File: src/rtl/lrm_pkg.sv
package lrm_pkg;

   // Window and line limits
   localparam int PATTERN_MAX = 32;
   localparam int LINE_MAX    = 767;
   localparam int LINE_CNT_W  = $clog2(LINE_MAX + 1);
   localparam int PAT_LEN_W   = 6;
   localparam int PAT_BITS    = PATTERN_MAX * 8;

   // Special bytes
   localparam logic [7:0] BYTE_CR  = 8'h0D;
   localparam logic [7:0] BYTE_NUL = 8'h00;

   // Item modes
   localparam logic [1:0] MODE_START = 2'd0;
   localparam logic [1:0] MODE_BYTE  = 2'd1;
   localparam logic [1:0] MODE_TICK  = 2'd2;

   // Search status codes
   localparam logic [1:0] ST_WAIT    = 2'd0;
   localparam logic [1:0] ST_FOUND   = 2'd1;
   localparam logic [1:0] ST_TIMEOUT = 2'd2;

   // Register indexes (byte address 8*i)
   localparam logic [2:0] REG_PAT_LEN = 3'd0;
   localparam logic [2:0] REG_PAT_0   = 3'd1;
   localparam logic [2:0] REG_PAT_1   = 3'd2;
   localparam logic [2:0] REG_PAT_2   = 3'd3;
   localparam logic [2:0] REG_PAT_3   = 3'd4;
   localparam logic [2:0] REG_TIMEOUT = 3'd5;

   localparam logic [15:0] TIMEOUT_RESET = 16'd500;

   typedef struct packed {
      logic [1:0] mode;
      logic [7:0] rx_byte;
   } req_type;

   typedef struct packed {
      logic [1:0] status;
      logic       line_done;
   } rsp_type;

   typedef struct packed {
      logic [PAT_LEN_W-1:0] pattern_length;
      logic [PAT_BITS-1:0]  pattern;
      logic [15:0]          timeout_ms;
   } cfg_type;

endpackage

File: src/rtl/lrm_cell.sv
module lrm_cell
   import lrm_pkg::*;
(
   input  logic       clock,
   input  logic       shift_en,
   input  logic [7:0] byte_in,
   input  logic [7:0] pat_byte,
   output logic [7:0] byte_out,
   output logic       match
);

   logic [7:0] data_ff;
   logic [7:0] data_in;

   // Take the neighbor's byte on each beat that has shift_en set
   assign data_in = shift_en ? byte_in : data_ff;

   always_ff @(posedge clock) begin
      data_ff <= data_in;
   end

   // Compare the byte this cell holds after the shift
   assign match    = (byte_in == pat_byte);
   assign byte_out = data_ff;

endmodule

File: src/rtl/lrm_csr.sv
module lrm_csr
   import lrm_pkg::*;
(
   input  logic        clock,
   input  logic        reset,
   input  logic        psel,
   input  logic        penable,
   input  logic        pwrite,
   input  logic [5:0]  paddr,
   input  logic [63:0] pwdata,
   output logic [63:0] prdata,
   output logic        pready,
   output cfg_type     cfg
);

   logic [PAT_LEN_W-1:0] pat_len_ff, pat_len_in;
   logic [PAT_BITS-1:0]  pattern_ff, pattern_in;
   logic [15:0]          timeout_ff, timeout_in;
   logic                 wr_en;
   logic [2:0]           reg_idx;

   assign pready  = 1'b1;
   assign reg_idx = paddr[5:3];
   assign wr_en   = psel & penable & pwrite & pready;

   // Decode the write beat
   always_comb begin
      pat_len_in = pat_len_ff;
      pattern_in = pattern_ff;
      timeout_in = timeout_ff;
      if (wr_en) begin
         unique case (reg_idx)
            REG_PAT_LEN: pat_len_in = pwdata[PAT_LEN_W-1:0];
            REG_PAT_0:   pattern_in[0*64 +: 64] = pwdata;
            REG_PAT_1:   pattern_in[1*64 +: 64] = pwdata;
            REG_PAT_2:   pattern_in[2*64 +: 64] = pwdata;
            REG_PAT_3:   pattern_in[3*64 +: 64] = pwdata;
            REG_TIMEOUT: timeout_in = pwdata[15:0];
            default:     ;
         endcase
      end
   end

   always_ff @(posedge clock) begin
      if (reset) begin
         pat_len_ff <= '0;
         pattern_ff <= '0;
         timeout_ff <= TIMEOUT_RESET;
      end else begin
         pat_len_ff <= pat_len_in;
         pattern_ff <= pattern_in;
         timeout_ff <= timeout_in;
      end
   end

   // Read back
   always_comb begin
      unique case (reg_idx)
         REG_PAT_LEN: prdata = {{(64-PAT_LEN_W){1'b0}}, pat_len_ff};
         REG_PAT_0:   prdata = pattern_ff[0*64 +: 64];
         REG_PAT_1:   prdata = pattern_ff[1*64 +: 64];
         REG_PAT_2:   prdata = pattern_ff[2*64 +: 64];
         REG_PAT_3:   prdata = pattern_ff[3*64 +: 64];
         REG_TIMEOUT: prdata = {48'd0, timeout_ff};
         default:     prdata = '0;
      endcase
   end

   assign cfg.pattern_length = pat_len_ff;
   assign cfg.pattern        = pattern_ff;
   assign cfg.timeout_ms     = timeout_ff;

endmodule

File: src/rtl/line_response_matcher_top.sv
// Each response is registered the cycle after its request beat is accepted.
// Throughput: one request per cycle while rsp_ready is high; a new beat is
// taken while the response register drains.
// Reset: synchronous, clears search state and status to waiting, pattern to
// empty and timeout to 500 ms; no clearing pass is needed.
module line_response_matcher_top
   import lrm_pkg::*;
(
   input  logic        clock,
   input  logic        reset,
   input  logic        req_valid,
   output logic        req_ready,
   input  req_type     req_data,
   output logic        rsp_valid,
   input  logic        rsp_ready,
   output rsp_type     rsp_data,
   input  logic        psel,
   input  logic        penable,
   input  logic        pwrite,
   input  logic [5:0]  paddr,
   input  logic [63:0] pwdata,
   output logic [63:0] prdata,
   output logic        pready
);

   cfg_type cfg;

   logic [LINE_CNT_W-1:0] line_cnt_ff, line_cnt_in;
   logic                  hit_ff, hit_in;
   logic                  nul_ff, nul_in;
   logic [15:0]           elapsed_ff, elapsed_in;
   logic [1:0]            status_ff, status_in;
   logic                  rsp_valid_ff, rsp_valid_in;
   rsp_type               rsp_data_ff, rsp_data_in;

   logic                  accept;
   logic                  active;
   logic                  shift_en;
   logic [PAT_LEN_W-1:0]  pat_n;
   logic [PAT_LEN_W-1:0]  shift_amt;
   logic [PAT_BITS-1:0]   pat_rev;
   logic [PAT_BITS-1:0]   pat_aligned;
   logic [7:0]            chain [PATTERN_MAX+1];
   logic [PATTERN_MAX-1:0] cell_eq;
   logic [PATTERN_MAX-1:0] cell_used;
   logic                  win_ok;
   logic [LINE_CNT_W-1:0] cnt_next;
   logic                  nul_next;
   logic                  line_end;

   lrm_csr u_csr (
      .clock   (clock),
      .reset   (reset),
      .psel    (psel),
      .penable (penable),
      .pwrite  (pwrite),
      .paddr   (paddr),
      .pwdata  (pwdata),
      .prdata  (prdata),
      .pready  (pready),
      .cfg     (cfg)
   );

   // Handshake: the response register frees as it drains
   assign req_ready = ~rsp_valid_ff | rsp_ready;
   assign accept    = req_valid & req_ready;
   assign active    = (status_ff == ST_WAIT) && (elapsed_ff < cfg.timeout_ms);
   assign shift_en  = accept && (req_data.mode == MODE_BYTE) && active;

   // Clamp the pattern length
   assign pat_n = (cfg.pattern_length > PAT_LEN_W'(PATTERN_MAX)) ?
                  PAT_LEN_W'(PATTERN_MAX) : cfg.pattern_length;

   // Right-justify the reversed pattern so cell k sees pattern byte n-1-k
   always_comb begin
      for (int j = 0; j < PATTERN_MAX; j++) begin
         pat_rev[j*8 +: 8] = cfg.pattern[(PATTERN_MAX-1-j)*8 +: 8];
      end
   end
   assign shift_amt   = PAT_LEN_W'(PATTERN_MAX) - pat_n;
   assign pat_aligned = pat_rev >> {shift_amt, 3'b000};

   // Byte cell chain, cell 0 newest
   assign chain[0] = req_data.rx_byte;
   for (genvar k = 0; k < PATTERN_MAX; k++) begin : g_cell
      lrm_cell u_cell (
         .clock    (clock),
         .shift_en (shift_en),
         .byte_in  (chain[k]),
         .pat_byte (pat_aligned[k*8 +: 8]),
         .byte_out (chain[k+1]),
         .match    (cell_eq[k])
      );
      assign cell_used[k] = PAT_LEN_W'(k) < pat_n;
   end

   assign win_ok   = &(cell_eq | ~cell_used);
   assign cnt_next = line_cnt_ff + 1'b1;
   assign nul_next = nul_ff | (req_data.rx_byte == BYTE_NUL);
   assign line_end = (req_data.rx_byte == BYTE_CR) ||
                     (cnt_next >= LINE_CNT_W'(LINE_MAX));

   // Advance the search on each request beat
   always_comb begin
      line_cnt_in  = line_cnt_ff;
      hit_in       = hit_ff;
      nul_in       = nul_ff;
      elapsed_in   = elapsed_ff;
      status_in    = status_ff;
      rsp_valid_in = rsp_valid_ff & ~rsp_ready;
      rsp_data_in  = rsp_data_ff;
      if (accept) begin
         rsp_data_in.line_done = 1'b0;
         case (req_data.mode)
            MODE_START: begin
               line_cnt_in = '0;
               hit_in      = 1'b0;
               nul_in      = 1'b0;
               elapsed_in  = '0;
               status_in   = ST_WAIT;
            end
            MODE_BYTE: begin
               if (active) begin
                  line_cnt_in = cnt_next;
                  nul_in      = nul_next;
                  hit_in      = hit_ff | (~nul_next && (pat_n != '0) &&
                                (cnt_next >= LINE_CNT_W'(pat_n)) && win_ok);
                  if (line_end) begin
                     rsp_data_in.line_done = 1'b1;
                     if (hit_in || (pat_n == '0)) begin
                        status_in = ST_FOUND;
                     end else begin
                        line_cnt_in = '0;
                        hit_in      = 1'b0;
                        nul_in      = 1'b0;
                     end
                  end
               end
            end
            MODE_TICK: begin
               if (active && (elapsed_ff != 16'hFFFF)) begin
                  elapsed_in = elapsed_ff + 1'b1;
               end
            end
            default: ;
         endcase
         // Time out a waiting search
         if ((status_in == ST_WAIT) && (elapsed_in >= cfg.timeout_ms)) begin
            status_in = ST_TIMEOUT;
         end
         rsp_data_in.status = status_in;
         rsp_valid_in       = 1'b1;
      end
   end

   always_ff @(posedge clock) begin
      if (reset) begin
         line_cnt_ff  <= '0;
         hit_ff       <= 1'b0;
         nul_ff       <= 1'b0;
         elapsed_ff   <= '0;
         status_ff    <= ST_WAIT;
         rsp_valid_ff <= 1'b0;
      end else begin
         line_cnt_ff  <= line_cnt_in;
         hit_ff       <= hit_in;
         nul_ff       <= nul_in;
         elapsed_ff   <= elapsed_in;
         status_ff    <= status_in;
         rsp_valid_ff <= rsp_valid_in;
      end
   end

   // Hold the response payload
   always_ff @(posedge clock) begin
      rsp_data_ff <= rsp_data_in;
   end

   assign rsp_valid = rsp_valid_ff;
   assign rsp_data  = rsp_data_ff;

endmodule

File: config.mk
export PLATFORM = sky130hd
export DESIGN_NAME = line_response_matcher_top
export DESIGN_NICKNAME = d
export VERILOG_FILES = /design/src/rtl/lrm_pkg.sv /design/src/rtl/lrm_cell.sv /design/src/rtl/lrm_csr.sv /design/src/rtl/line_response_matcher_top.sv
export SDC_FILE = /design/constraint.sdc
export NUM_CORES = 2
export LEC_CHECK = 0
export BUFFER_PORTS_ARGS = -buffer_cell sky130_fd_sc_hd__buf_2
export CORE_ASPECT_RATIO = 1.25
export CORE_MARGIN = 3
export CORE_UTILIZATION = 30
export CTS_BUF_LIST = sky130_fd_sc_hd__clkbuf_4 sky130_fd_sc_hd__clkbuf_8 sky130_fd_sc_hd__clkbuf_16
export DETAILED_ROUTE_END_ITERATION = 12
export SETUP_SLACK_MARGIN = 0.2
export SYNTH_ARGS = -nofsm -noshare
export SYNTH_HDL_FRONTEND = slang
export SYNTH_SLANG_ARGS = --single-unit
File: constraint.sdc
create_clock -name clock -period 20.7 [get_ports clock]
set_input_delay 2.07 -clock clock [delete_from_list [all_inputs] [get_ports clock]]
set_output_delay 2.07 -clock clock [all_outputs]
set_load 0.01 [all_outputs]
# Word-level counts from Yosys, hierarchy flattened
# Cells that the tools add are included.
dict set report classes {
  muxes 25
  bitwise 12
  addsub 3
  order_cmp 37
  reduce_logical 27
  n_eq_ne 42
  shifts 1
}
# operator n
set ops {}
lappend ops {{64-bit case mux with 6 select lines} 1}
lappend ops {{8-bit == test} 32}
lappend ops {{256-bit by 9-bit right shift with 256-bit output} 1}
lappend ops {{5-bit by 6-bit < comparator with 1-bit output (first input constant)} 16}
lappend ops {{4-bit by 6-bit < comparator with 1-bit output (first input constant)} 8}
lappend ops {{16-bit 2-to-1 mux} 2}
lappend ops {{32-bit NOT} 1}
lappend ops {{32-bit OR} 1}
lappend ops {{16-bit case mux with 2 select lines} 1}
lappend ops {{32-bit AND reduction} 1}
lappend ops {{10-bit 2-to-1 mux} 3}
lappend ops {{3-bit by 6-bit < comparator with 1-bit output (first input constant)} 4}
lappend ops {{10-bit case mux with 2 select lines} 1}
lappend ops {{16-bit by 1-bit adder with 16-bit output (second input constant)} 1}
lappend ops {{16-bit >= comparator} 1}
lappend ops {{16-bit < comparator} 1}
lappend ops {{16-bit inequality test (second input constant)} 1}
lappend ops {{2-bit AND reduction} 7}
lappend ops {{1-bit by 6-bit < comparator with 1-bit output (first input constant)} 2}
lappend ops {{2-bit by 6-bit < comparator with 1-bit output (first input constant)} 2}
lappend ops {{10-bit by 1-bit adder with 10-bit output (second input constant)} 1}
lappend ops {{10-bit >= comparator (second input constant)} 1}
lappend ops {{10-bit by 6-bit >= comparator with 1-bit output} 1}
lappend ops {{2-bit 2-to-1 mux} 5}
lappend ops {{other kinds (25)} 52}
dict set report word_totals {
  out_inout_bits 70
  word_cells 192
  regBits 560
  in_bits 87
}

# Depth between registers and ports, before layout
dict set report depth {
  word_depth 18
  depth_mapped 32
  depth_no_buf 27
}

# Modules after synthesis
# A second synthesis with hierarchy kept.
dict set report unflattened {
  hier_cells 4045
  area_unflattened_um2 38779.7
}
# module instances seq_area_each_um2 area_each_um2 cells_each
set modules_own_cells {}
lappend modules_own_cells {line_response_matcher_top 1 710.7 15208.3 2179}
lappend modules_own_cells {lrm_csr 1 5565.3 13121.3 1258}
lappend modules_own_cells {lrm_cell 32 240.2 326.6 19}

# Worst setup path after synthesis
# No wires, ideal clock.
dict set report synth_path {
  path_kind {input to register}
  start {in req_data[8] in the netlist's numbering}
  end {reg hit_ff}
  setup_ns 0.101
  path_buffers 1
  cell_stages 5
  required_ns 20.599
  slack_ns 6.295
  arrival_ns 14.304
  cell_sequence {clkbuf_1 > or3b_2 > nor2_1 > a22oi_1 > nor2_1}
}
dict set report synth_between {
  elab_chain_len 3
  word_cells_on_any_way 6
  cone_classes {2 x eq/ne; 1 x mux; 3 x reduce/logical}
}
# element line
set synth_lines {}
lappend synth_lines {{start, declared} line_response_matcher_top.sv:13} ;# input req_type req_data,
lappend synth_lines {{2-bit by 1-bit == test with 1-bit output or 2-bit zero test (tied branches)} line_response_matcher_top.sv:114} ;# case (req_data.mode)
lappend synth_lines {{2-bit inequality test (no line) or 2-bit nonzero test (tied branches)} n/a}
lappend synth_lines {{3-bit AND reduction (no line)} n/a}
lappend synth_lines {{end signal, assigned} line_response_matcher_top.sv:166} ;# hit_ff <= hit_in;
lappend synth_lines {{end, declared} line_response_matcher_top.sv:29} ;# logic hit_ff, hit_in;
# Several ways; a longest one is shown, not always the timed one.
# A chain may end at the register's enable or synchronous reset.

# Final worst setup path
dict set report layout_path {
  start {reg u_csr.pat_len_ff[0]}
  end {reg line_cnt_ff[7]}
}
dict set report layout_between {
  elab_chain_len 14
  word_cells_on_any_way 83
  cone_classes {1 x add/sub; 34 x order compare; 32 x eq/ne; 1 x shift; 5 x mux; 3 x bitwise; 7 x reduce/logical}
}
# element line
set layout_lines {}
lappend layout_lines {{start, declared} lrm_csr.sv:16} ;# logic [PAT_LEN_W-1:0] pat_len_ff, pat_len_in;
lappend layout_lines {{start signal, assigned} lrm_csr.sv:50} ;# pat_len_ff <= pat_len_in;
lappend layout_lines {{6-bit > comparator} line_response_matcher_top.sv:71} ;# assign pat_n = (cfg.pattern_length > PAT_LEN_W'(PATTERN_MAX)) ?
lappend layout_lines {{6-bit 2-to-1 mux (*)} line_response_matcher_top.sv:71}
lappend layout_lines {{6-bit subtractor} line_response_matcher_top.sv:80} ;# assign shift_amt = PAT_LEN_W'(PATTERN_MAX) - pat_n;
lappend layout_lines {{256-bit by 9-bit right shift with 256-bit output} line_response_matcher_top.sv:81} ;# assign pat_aligned = pat_rev >> {shift_amt, 3'b000};
lappend layout_lines {{8-bit == test} lrm_cell.sv:23} ;# assign match = (byte_in == pat_byte);
lappend layout_lines {{32-bit OR} line_response_matcher_top.sv:97} ;# assign win_ok = &(cell_eq | ~cell_used);
lappend layout_lines {{32-bit AND reduction} line_response_matcher_top.sv:97}
lappend layout_lines {{1-bit logical AND} line_response_matcher_top.sv:127} ;# (cnt_next >= LINE_CNT_W'(pat_n)) && win_ok);
lappend layout_lines {{1-bit OR} line_response_matcher_top.sv:126} ;# hit_in = hit_ff | (~nul_next && (pat_n != '0) &&
lappend layout_lines {{1-bit logical OR (*)} line_response_matcher_top.sv:130} ;# if (hit_in || (pat_n == '0)) begin
lappend layout_lines {{10-bit 2-to-1 mux (*)} line_response_matcher_top.sv:130}
lappend layout_lines {{10-bit 2-to-1 mux (*)} line_response_matcher_top.sv:128} ;# if (line_end) begin
lappend layout_lines {{10-bit 2-to-1 mux (*)} line_response_matcher_top.sv:123} ;# if (active) begin
lappend layout_lines {{10-bit case mux with 2 select lines (*)} line_response_matcher_top.sv:114}
lappend layout_lines {{end signal, assigned} line_response_matcher_top.sv:165} ;# line_cnt_ff <= line_cnt_in;
lappend layout_lines {{end, declared} line_response_matcher_top.sv:28} ;# logic [LINE_CNT_W-1:0] line_cnt_ff, line_cnt_in;
# Mark *: on every way between the ends. The rest lies on a longest branch, timed or not. The select of a mux whose other input is x is not followed.

==> impl_summary.txt <==
----------------------------------------------------
[Clock network]
  Post-cts resize count ... 0
  Skew-Pair Late Insertion Delay ... 0.68 ns
  Total setup buffers inserted after CTS ... 0
  Clock transition at path regs ... 0.06 ns
  Number of hold-repair buffers added at the cts stage ... 0
  TritonCTS sink count ... 560
  Clk buf depth ... 3
  CTS tree ... done
  H-tree lvl count ... 3
  TritonCTS buffer count ... 66
  Root cell of the clock tree ... sky130_fd_sc_hd__clkbuf_16

[Cells and area]
  Fraction of final layout cells with drive strength greater than 1 ... 13.1%
  Layout overhead on the synthesized area ... 12.1%
  Count of nets after finishing ... 4632
  Summed area of non-filler cells in the final layout ... 44500 um^2
  Final design utilization ... 34.0%

[Timing]
  Setup-failing EPs final ... 0
  Total count of max-transition violations in the final report ... 5
  Hold Vio Cnt, Final ... 0
  Post-Route Skew ... 0.0293 ns
  RSZ-0062 raised after global routing ... false
  Post-layout min period ... 9.51 ns
  Setup TNS ... 0 ns
  Maximum clock frequency ... 105 MHz
  Worst slew margin ... -3.47%
  Pin slew with the least headroom to its limit ... 1.54 ns
  Fraction of the cycle the final worst path needs ... 45.9%

[Global route]
  Overall routing resource usage ... 31.7%
  Global-route wire length before repair ... 301000 um
  Vias in the first global route ... 36200
  Antenna violations before repair ... 16
  Met1 track utilization from global routing ... 37.6%
  Met3 track demand over resource ... 4.93%
  Grt total ovfl ... 0
  Met2 Use GR ... 47.8%
  Maximum number of pins on one net before global-route repair ... 150
  GRT busiest layer ... met2

[Floorplanning]
  Std-Cell Core Area ... 131000 um^2
  Initial cell density of the core ... 30.3%
  Boundary Pins ... 157
  Site row count ... 148
  Die H ... 412 um
  Horizontal die dimension ... 331 um
  Area enclosed by the die boundary ... 137000 um^2

[Synth]
  Leading post-synthesis cells by cell area ... sky130_fd_sc_hd__edfxtp_1, sky130_fd_sc_hd__dfxtp_1, sky130_fd_sc_hd__mux2i_1
  Number of flops mapped to enable cells by yosys ... 251
  YS warnings ... 0
  Number of flip-flops and latches in the synthesized netlist ... 560
  Fraction of the yosys area taken by sequential cells ... 34.6%
  Primary FF master, synth ... sky130_fd_sc_hd__dfxtp_1
  Number of instances in the synthesized netlist ... 4495
  Total standard cell area after synthesis ... 39600 um^2
  Count of distinct cell types in the synthesized netlist ... 93
  Post-synth ARST share ... 0%
  Synthesized netlist net count ... 4623
  Average cell area after synthesis ... 8.82 um^2
  Share of Yosys cell area claimed by the top area cell type ... 19.0%
  Cell type contributing the most total cell area after synthesis ... sky130_fd_sc_hd__edfxtp_1

[Detailed routing]
  1st-iter DRT viols ... 5258
  Length of the first detailed-routing pass in iterations ... 7
  Post-route DRC violation count ... 0
  Vias per inst ... 6.21
  Post-Route WL ... 223000 um
  Residual antenna-violating net count after detailed routing ... 0
  Total number of vias ... 39000
  WL per Instance ... 35.4 um

[Worst setup path]
  Data arrival time of the critical path ... 10.10 ns
  Crit Path Max Fanout ... 56
  Slowest-stage cell, CP ... sky130_fd_sc_hd__nor4_4
  Required time of the worst setup path ... 21.29 ns
  Kind of launch point of the worst setup path ... register
  Crit-path max cell delay ... 0.86 ns
  Critical path's most frequent cell ... sky130_fd_sc_hd__buf_4
  Flop2flop setup slack ... 11.19 ns
  Cell Chain, Critical Path ... buf_4 > nand2b_4 > inv_6 > ha_4 > buf_4 > buf_4 > mux2_2 > a21oi_1 > mux2_2 > mux2i_1 > o21a_1 > o22a_1 > o21ai_0 > a41oi_1 > or4_1 > or4_4 > nor4_4 > o21ai_2 > o211ai_2
  Capturing element type of the critical path ... register
  Start-to-end type of the worst setup path ... register to register

[Flow run]
  Max-cap violation count ... 1

[Placed design]
  DP Area ... 42200 um^2
  Final HPWL from detailed placement ... 173000 um
  Port buffer count ... 152
  Weighted congestion reported at the end of routability-driven placement ... 1.07

[Status]
  Violations in the final reports ... max-capacitance violations, max-slew violations
  Status ... finished with violations

[Min path]
  Type of the most critical hold path ... register to register

[Power]
  Final total power ... 2.63 mW
  Total power density per cell area ... 59.3 nW/um^2
  Worst VDD drop ... 0.0685 mV
  Lkg Pwr ... 15.9 nW

----------------------------------------------------
path summary, 6_finish.rpt:
path | startpoint | end | cells past startpoint
worst max-delay path | u_csr.pat_len_ff[0] | line_cnt_ff[7] | 19
worst min register to register | u_csr.pattern_ff[11] | u_csr.pattern_ff[11] | 2
worst max register to register | u_csr.pat_len_ff[0] | line_cnt_ff[7] | 19
worst min-delay path | u_csr.pattern_ff[11] | u_csr.pattern_ff[11] | 2
critical path, delay by kind of cell, from the launching register on:
| kind | cells | cell delay [ns] |
|---|---|---|
| flops | 1 | 0.32 |
| buf+inv | 4 | 2.29 |
| fa+ha+maj | 1 | 0.73 |
| compound gates | 7 | 2.68 |
| mux | 3 | 1.12 |
| simple gates | 4 | 2.16 |
placed cells by master (no fill, tap or decap), types with 20 or more instances in the layout:
master                      Yosys  routed
sky130_fd_sc_hd__edfxtp_1     251     251
sky130_fd_sc_hd__a21oi_1      439     439
sky130_fd_sc_hd__o21ai_0      142     141
sky130_fd_sc_hd__a22oi_1      119     119
sky130_fd_sc_hd__inv_1         54      54
sky130_fd_sc_hd__a31oi_1       41      41
sky130_fd_sc_hd__o22ai_1      107     107
sky130_fd_sc_hd__buf_2         55     151
sky130_fd_sc_hd__mux2i_1      566     562
sky130_fd_sc_hd__clkbuf_16      0      66
sky130_fd_sc_hd__nor4_1        28      27
sky130_fd_sc_hd__o32ai_1       20      20
sky130_fd_sc_hd__or3_1         27      26
sky130_fd_sc_hd__mux2_2        66      65
sky130_fd_sc_hd__nand3_1       82      80
sky130_fd_sc_hd__nand2b_1      25      24
sky130_fd_sc_hd__ha_1          41      40
sky130_fd_sc_hd__nor3_1        61      56
sky130_fd_sc_hd__a211oi_1      48      48
sky130_fd_sc_hd__nand4_1       29      29
sky130_fd_sc_hd__dfxtp_1      309     308
sky130_fd_sc_hd__xor2_1        64      64
sky130_fd_sc_hd__mux4_2        71      71
sky130_fd_sc_hd__buf_4         45     123
sky130_fd_sc_hd__a21o_1        22      22
sky130_fd_sc_hd__nor2_1       171     166
sky130_fd_sc_hd__nand3b_1      27      27
sky130_fd_sc_hd__nand2_1      841     835
sky130_fd_sc_hd__xnor2_1      109     109
sky130_fd_sc_hd__a221oi_1      21      21
cells in the mapped netlist, types with 64 or more instances:
cell type and count:
sky130_fd_sc_hd__mux2i_1 566, sky130_fd_sc_hd__o21ai_0 142, sky130_fd_sc_hd__mux2_2 66, sky130_fd_sc_hd__a21oi_1 439, sky130_fd_sc_hd__a22oi_1 119, sky130_fd_sc_hd__xor2_1 64, sky130_fd_sc_hd__nor2_1 171, sky130_fd_sc_hd__dfxtp_1 309
sky130_fd_sc_hd__xnor2_1 109, sky130_fd_sc_hd__nand2_1 841, sky130_fd_sc_hd__nand3_1 82, sky130_fd_sc_hd__mux4_2 71, sky130_fd_sc_hd__o22ai_1 107, sky130_fd_sc_hd__clkbuf_1 207, sky130_fd_sc_hd__edfxtp_1 251
power breakdown:
part           internal [mW]  switching, mW
logic                 0.0560          0.147
registers               1.17         0.0246
clock network          0.703          0.533
total                   1.93          0.705
through the flow:
stage,setup WS [ns],cells,hold WS [ns]
after floorplan,6.30,4495,0.424
after global placement,11.42,6161,0.444
after detailed placement,11.32,6161,0.452
after CTS,11.33,6282,0.460
after global routing,10.86,6285,0.478
final,11.19,6286,0.458
cell type report:
cell class	count	area, um^2
Fill cell	13800	86300
Clock inverter	35	359
Inverter	56	215
Sequential cell	560	13700
Tap cell	1725	2160
Clock buffer	86	1860
Multi-Input combinational cell	3540	24300
Antenna cell	4	10.0
Timing Repair Buffer	280	1790
per-layer routing:
layer  vias to the layer above  share of wire [%]
met4                         8                 12
met3                       642                7.7
li1                      16800                  -
met5                         -              0.040
met1                     19300                 37
met2                      2317                 43
logic make-up after synthesis:
| group | after synthesis | synth area share, % |
|---|---|---|
| AO/OA/AOI/OAI | 1178 | 18.9 |
| XOR/XNOR | 173 | 3.82 |
| adder cells (fa/ha/maj) | 41 | 1.29 |
| buffers and inverters | 395 | 4.47 |
| flip-flops | 560 | 34.6 |
| multiplexers | 705 | 20.3 |
| other | 1 | 0.00946 |
| AND/OR/NAND/NOR | 1442 | 16.6 |
state kept, by name, summed over array words and instances (netlist names):
register and cells:
status_ff 2, rsp_valid 1, hit_ff 1, nul_ff 1
g_cell.u_cell.byte_out 248, line_cnt_ff 10, u_csr.pat_len_ff 6, elapsed_ff 16
u_csr.pattern_ff 256, u_csr.timeout_ff 16, rsp_data 3
Note: power is estimated with default switching activity, not from simulation.
